`src/sv/sgn_pkg.sv`:
```
// Shared types and constants of the Sobel gradient normaliser.
`timescale 1ns / 1ps
package sgn_pkg;

   localparam int DEF_MAX_WIDTH  = 512;
   localparam int DEF_MAX_HEIGHT = 512;

   localparam int RGB_W     = 24;
   localparam int PIX_W     = 8;
   localparam int GRAD_W    = 11;
   localparam int CFG_W     = 10;
   localparam int CSR_IDX_W = 1;
   localparam int QUOT_W    = 8;
   localparam int NUM_W     = GRAD_W + QUOT_W;
   localparam int NORM_SPAN = 254;
   localparam int MIN_DIM   = 3;

   localparam logic [CSR_IDX_W-1:0] REG_IMAGE_WIDTH  = 1'b0;
   localparam logic [CSR_IDX_W-1:0] REG_IMAGE_HEIGHT = 1'b1;

   localparam logic CMD_LOAD  = 1'b0;
   localparam logic CMD_FETCH = 1'b1;

   typedef enum logic [2:0] {
      ST_IDLE,
      ST_LD_READ,
      ST_LD_CALC,
      ST_LD_WRITE,
      ST_RD_ADDR,
      ST_RD_MEM,
      ST_RD_DATA,
      ST_RD_DIV
   } state_type;

   typedef struct packed {
      logic read;
      logic calc;
   } ld_ctrl_type;

endpackage

```
`src/sv/sgn_divider.sv`:
```
// Restoring divider producing one quotient bit per cycle.
`timescale 1ns / 1ps
module sgn_divider (
   input  logic                          clock,
   input  logic                          reset,
   input  logic                          start,
   input  logic [sgn_pkg::NUM_W-1:0]     numerator,
   input  logic [sgn_pkg::GRAD_W-1:0]    divisor,
   output logic                          done,
   output logic [sgn_pkg::QUOT_W-1:0]    quotient
);
   import sgn_pkg::*;

   localparam int CNT_W = $clog2(QUOT_W);

   logic              active_ff;
   logic [CNT_W-1:0]  count_ff;
   logic [GRAD_W-1:0] rem_ff;
   logic [GRAD_W-1:0] div_ff;
   logic [QUOT_W-1:0] num_ff;
   logic [QUOT_W-1:0] quot_ff;
   logic              done_ff;
   logic [GRAD_W:0]   trial;
   logic              fits;

   assign trial = {rem_ff, num_ff[QUOT_W-1]};
   assign fits  = trial >= {1'b0, div_ff};

   always_ff @(posedge clock) begin
      if (reset) begin
         active_ff <= 1'b0;
         done_ff   <= 1'b0;
         count_ff  <= '0;
      end else begin
         done_ff <= 1'b0;
         if (start) begin
            active_ff <= 1'b1;
            count_ff  <= '0;
         end else if (active_ff) begin
            count_ff <= count_ff + CNT_W'(1);
            if (count_ff == CNT_W'(QUOT_W - 1)) begin
               active_ff <= 1'b0;
               done_ff   <= 1'b1;
            end
         end
      end
      if (start) begin
         rem_ff <= numerator[NUM_W-1:QUOT_W];
         num_ff <= numerator[QUOT_W-1:0];
         div_ff <= divisor;
      end else if (active_ff) begin
         rem_ff  <= fits ? GRAD_W'(trial - {1'b0, div_ff}) : GRAD_W'(trial);
         num_ff  <= {num_ff[QUOT_W-2:0], 1'b0};
         quot_ff <= {quot_ff[QUOT_W-2:0], fits};
      end
   end

   assign done     = done_ff;
   assign quotient = quot_ff;

endmodule

```
`config.mk`:
```
export PLATFORM = sky130hd
export DESIGN_NAME = sgn_divider
export DESIGN_NICKNAME = d
export VERILOG_FILES = /design/src/sv/sgn_pkg.sv /design/src/sv/sgn_divider.sv
export SDC_FILE = /design/constraint.sdc
export NUM_CORES = 1
export LEC_CHECK = 0
export BUFFER_PORTS_ARGS = -buffer_cell sky130_fd_sc_hd__buf_2
export CAP_MARGIN = 30
export CELL_PAD_IN_SITES_DETAIL_PLACEMENT = 0
export CELL_PAD_IN_SITES_GLOBAL_PLACEMENT = 2
export CORE_UTILIZATION = 35
export CTS_CLUSTER_SIZE = 24
export DETAILED_ROUTE_END_ITERATION = 6
export GPL_TIMING_DRIVEN = 1
export PLACE_DENSITY = 0.81
export SYNTH_ARGS = -nofsm -noshare
export SYNTH_HDL_FRONTEND = slang
export SYNTH_SLANG_ARGS = --single-unit
export TNS_END_PERCENT = 50
```
`constraint.sdc`:
```
create_clock -name clock -period 3.8 [get_ports clock]
set_clock_uncertainty 0.15 [all_clocks]
set_input_delay 0.19 -clock clock [delete_from_list [all_inputs] [get_ports clock]]
set_output_delay 0.19 -clock clock [all_outputs]
set_load 0.005 [all_outputs]
```
# == After elaboration in Yosys (flattened, before gate mapping) ==
# Index checks and enable logic that the tools add are counted.
# classes
eq_ne,1
muxes,9
n_mul,0
n_bitwise,2
n_addsub,2
n_div,0
shift,0
order_cmp,1
n_reduce_logical,4
# op_table
cell,count
$mux W11,3
$mux W8,2
$ge A12 B11 Y1,1
$sub A11 B11 Y11,1
$mux W1,4
$add A3 B1 Y3 const B,1
$eq A3 B3 Y1 const B,1
$reduce_or A3 Y1,1
$not A1 Y1,2
$reduce_and A2 Y1,1
$reduce_bool A2 Y1,1
$reduce_or A2 Y1,1
# totals
register_bits,43
latch_bits,0
memories,0
input_bits,33
out_inout_bits,9
word_cells,26
ram_bits,0
rom_bits,0

# == Logic depth before layout (Yosys ltp) ==
# logic_depth
depth_word,4
mapped_depth,10
mapped_depth_nobuf,10

# == Worst setup path before layout ==
# Ideal clock, no wire load.
# synth_timing
kind,reg-to-reg
start,reg div_ff[0]
end,"reg rem_ff[0], data pin"
period_less_slack_ns,2.409
n_path_buf,0
setup_time_ns,0.259
required_time_ns,3.391
stages_incl_launch_ff,9
path_slack_ns,1.391
arrival_time_ns,2.000
path_cell_list,edfxtp_1 ha_1 fa_1 nand2b_2 o2bb2ai_2 a21oi_2 o2111a_2 nor3_1 o31a_1
# synth_between
elab_chain_cells,4
elab_cells_between_ends,5
cone_classes,1 x add/sub; 1 x order compare; 3 x mux
# synth_rtl
element,line,source
start: declaration,sgn_divider.sv:19,logic [GRAD_W-1:0] div_ff;
start signal: assignment,sgn_divider.sv:50,div_ff <= divisor;
$sub A11 B11 Y11 / $ge A12 B11 Y1 (equally long branches),"sgn_divider.sv:52, sgn_divider.sv:27",
$mux W11 *,sgn_divider.sv:52,"rem_ff <= fits ? GRAD_W'(trial - {1'b0, div_ff}) : GRAD_W'(trial);"
$mux W11 *,sgn_divider.sv:51,end else if (active_ff) begin
$mux W11 *,sgn_divider.sv:47,if (start) begin
end signal: assignment,sgn_divider.sv:48,rem_ff <= numerator[NUM_W-1:QUOT_W];
end signal: assignment,sgn_divider.sv:52,
end: declaration,sgn_divider.sv:18,logic [GRAD_W-1:0] rem_ff;
# Every way passes the cells marked *; elsewhere a longest branch is shown, timed or not. The select of a mux whose other input is x is not followed.
# A chain may end at the register's enable or synchronous reset.

# == Final worst setup path ==
# layout_timing
start,reg div_ff[0]
end,"reg rem_ff[6], data pin"
# Same word-level chain as after synthesis.

==> impl_metrics.toml <==
[global_route]
grt_pass1_vias = 1672
grt_max_degree = 23
grt_usage = 0.141
met3_usage = 0.0366
overflow = 0
busiest_layer = "met2"
grt_use_met1 = 0.185
met2_usage = 0.230
antenna_found_initial = 0
grt_pass1_wl_um = 7780

[logic_synthesis]
synth_nets = 236
synth_mux_area_frac = 0.0421
ys_top_cells_by_area = "edfxtp_1, ha_1, dfxtp_1, mux2_2, o311ai_2"
synth_xor_xnor_area_share = 0.0298
yosys.area.top_type_share = 0.486
netlist_area_sq_um = 2350
synth_warnings = 0
post_synth_and_or_nand_nor_area_fraction = 0.123
synth_common_cells = "edfxtp_1, inv_1, ha_1"
synth_adder_area_share = 0.0778
ys_ff_latch = 43
synth-compound-area-share = 0.158
ys.flop_type = "edfxtp_1"
ys_types = 49
synth_edf_count = 38
synth_top_family_by_area = "compound AO/OA/AOI/OAI gates"
synth.most_common_cell = "edfxtp_1"
async_reset_ff_frac = 0
avgSynthCellArea_sq_um = 12.4
syn_inst = 189
yosysTopAreaCell = "edfxtp_1"
yosysSeqAreaShare = 0.529

[floorplan]
rows = 29
io_pins = 42
dieArea_sq_um = 7040
die_h_um = 83.9
start_util = 0.366
die_x_um = 83.9
coreArea_sq_um = 6420

[run_status]
status = "finished, violations left"
violations = "DRC"

[worst_setup_path]
cp-start-kind = "flip-flop"
arrival_ps = 2530
path_max_fanout = 10
critPathRequiredTime_ps = 3690
crit_type = "flip-flop to flip-flop"
cp_slowest_cell = "fa_1"
endpoint_kind = "flip-flop"
slowest_delay_ps = 400
worstPathCellList = "ha_1, fa_1, nand2b_2, o2bb2ai_2, a21oi_2, o2111ai_2, a32oi_1, o31ai_1"

[timing]
setup_viol = 0
setup_ws_ps = 1160
max_freq_mhz = 379
tightest_slew_ps = 716
min_period_over_period = 0.695
min_period_ps = 2640
hold_viol = 0
tns_ps = 0
rsz0062_at_grt = "false"
maxSlewHeadroom = 0.522
maxSlewViolCount = 0

[pwr]
ir_drop_mv = 0.205
power_density_nw_per_um2 = 501
leakagePower_nw = 1.12

[detailed_routing]
drt-initial-drc-count = 119
drt_first_pass_iters = 6
vias = 1624
ant_nets = 0
routed_via_density = 5.06
drc = 3
wl_per_cell_um = 14.3
drt-total-wl_um = 4580

[placed_design]
place_hpwl_um = 3250
io_buffers = 41
globalplace.congestion = 0.780
dp_slack_ps = 1170

[layout]
syn_to_final_growth_pct = 20.5
drive_above_1_share = 0.295
final_nets = 290
diodes = 0

[clock_network]
clk_pin_slew_ps = 80
root_buffer = "clkbuf_8"
cts_setup_buffers = 0
clkSinkCount = 43
cts_max_path_buffers = 2
tritoncts = "done"
htree_levels = 2
clk_latency_ps = 300
cts_made_buffers = 5

[worst_hold_path]
hold_class = "input port to flip-flop"

[job]
drv_cap = 0
per-layer routing:
layer | wire length (um) | vias up
met5 | 0 | -
met4 | 55 | 0
met3 | 180 | 5
met2 | 2150 | 28
met1 | 2190 | 771
li1 | - | 820
cell usage in the layout, fill, tap and decap left out, types with 3 or more instances in the layout:
| master | synthesis | routed |
|---|---|---|
| inv_1 | 14 | 14 |
| nand2b_1 | 4 | 4 |
| dlygate4sd3_1 | 0 | 12 |
| nor3_1 | 5 | 5 |
| o21ai_0 | 6 | 6 |
| a32oi_1 | 3 | 3 |
| nand4b_1 | 4 | 4 |
| clkbuf_8 | 0 | 5 |
| ha_1 | 13 | 13 |
| nor2b_1 | 7 | 7 |
| mux2_2 | 7 | 7 |
| buf_2 | 0 | 41 |
| xnor2_1 | 4 | 4 |
| o311ai_2 | 4 | 4 |
| edfxtp_1 | 38 | 38 |
| nand2_1 | 10 | 10 |
| dfxtp_1 | 5 | 5 |
| xor2_1 | 4 | 4 |
| nor2_1 | 8 | 8 |
| a21oi_1 | 7 | 7 |
| o31ai_1 | 3 | 3 |
worst max-delay path: cells and delay by family, from the launching register on:
| kind | cells | cell delay [ps] |
|---|---|---|
| and+or+nand+nor | 1 | 200 |
| adders and majority gates | 2 | 630 |
| AOI/OAI and AO/OA | 5 | 1030 |
| DFF | 1 | 370 |
cells by family (layout without fill, tap and decap cells):
family | after synthesis | after routing
compound gates | 43 | 43
fa+ha+maj | 14 | 14
xor+xnor | 8 | 8
flops | 43 | 43
mux | 9 | 9
simple gates | 49 | 49
buf+inv | 23 | 78
where the power goes:
group / leakage, nW / internal (W) / switching [W] / total, W
Sequential: 0.415 / 0.000590 / 0.0000320 / 0.000623
Clock: 0.0422 / 0.000129 / 0.000154 / 0.000283
Combinational: 0.659 / 0.000220 / 0.000291 / 0.000511
Total: 1.12 / 0.000940 / 0.000477 / 0.00142
final cells by class:
class / count / area (sq um)
repair buffers: 55 / 340
well taps: 77 / 96.3
clock buffers: 7 / 76.3
fillers: 626 / 3590
flip-flops and latches: 43 / 1240
multi-input cells: 123 / 1010
inverters: 15 / 58.8
clock inverters: 1 / 5.00
worst paths after layout:
path	from	endpoint	slack, ps	cells past startpoint
min	numerator[14]	rem_ff[6]	20	3
min reg2reg	quotient[2]	quotient[3]	290	0
max	div_ff[0]	rem_ff[6]	1160	8
max reg2reg	div_ff[0]	rem_ff[6]	1160	8
timing repair:
action                     CTS  global route
hold endpoints to repair    16             0
resized for setup            0             0
hold buffers                12             0
setup endpoints to repair    0             0
state kept, by name (all words and copies together), names as in the netlist:
| name | flops |
|---|---|
| div_ff | 11 |
| rem_ff | 11 |
| num_ff | 8 |
| quotient | 8 |
| count_ff | 3 |
| active_ff | 1 |
| done | 1 |
through the flow:
stage | instances | power [W] | cell area, sq um | hold WS (ps) | util
finish | 321 | 0.00142 | 2830 | 20.7 | 0.440
global route | 321 | 0.00151 | 2830 | 13.7 | 0.440
CTS | 321 | 0.00143 | 2830 | 12.9 | 0.440
floorplan | 189 | 0.00102 | 2350 | 112 | -
global placement | 301 | 0.00114 | 2630 | 217 | 0.409
detailed placement | 301 | 0.00114 | 2630 | 218 | 0.409
Note: power is estimated with default switching activity, not from simulation.
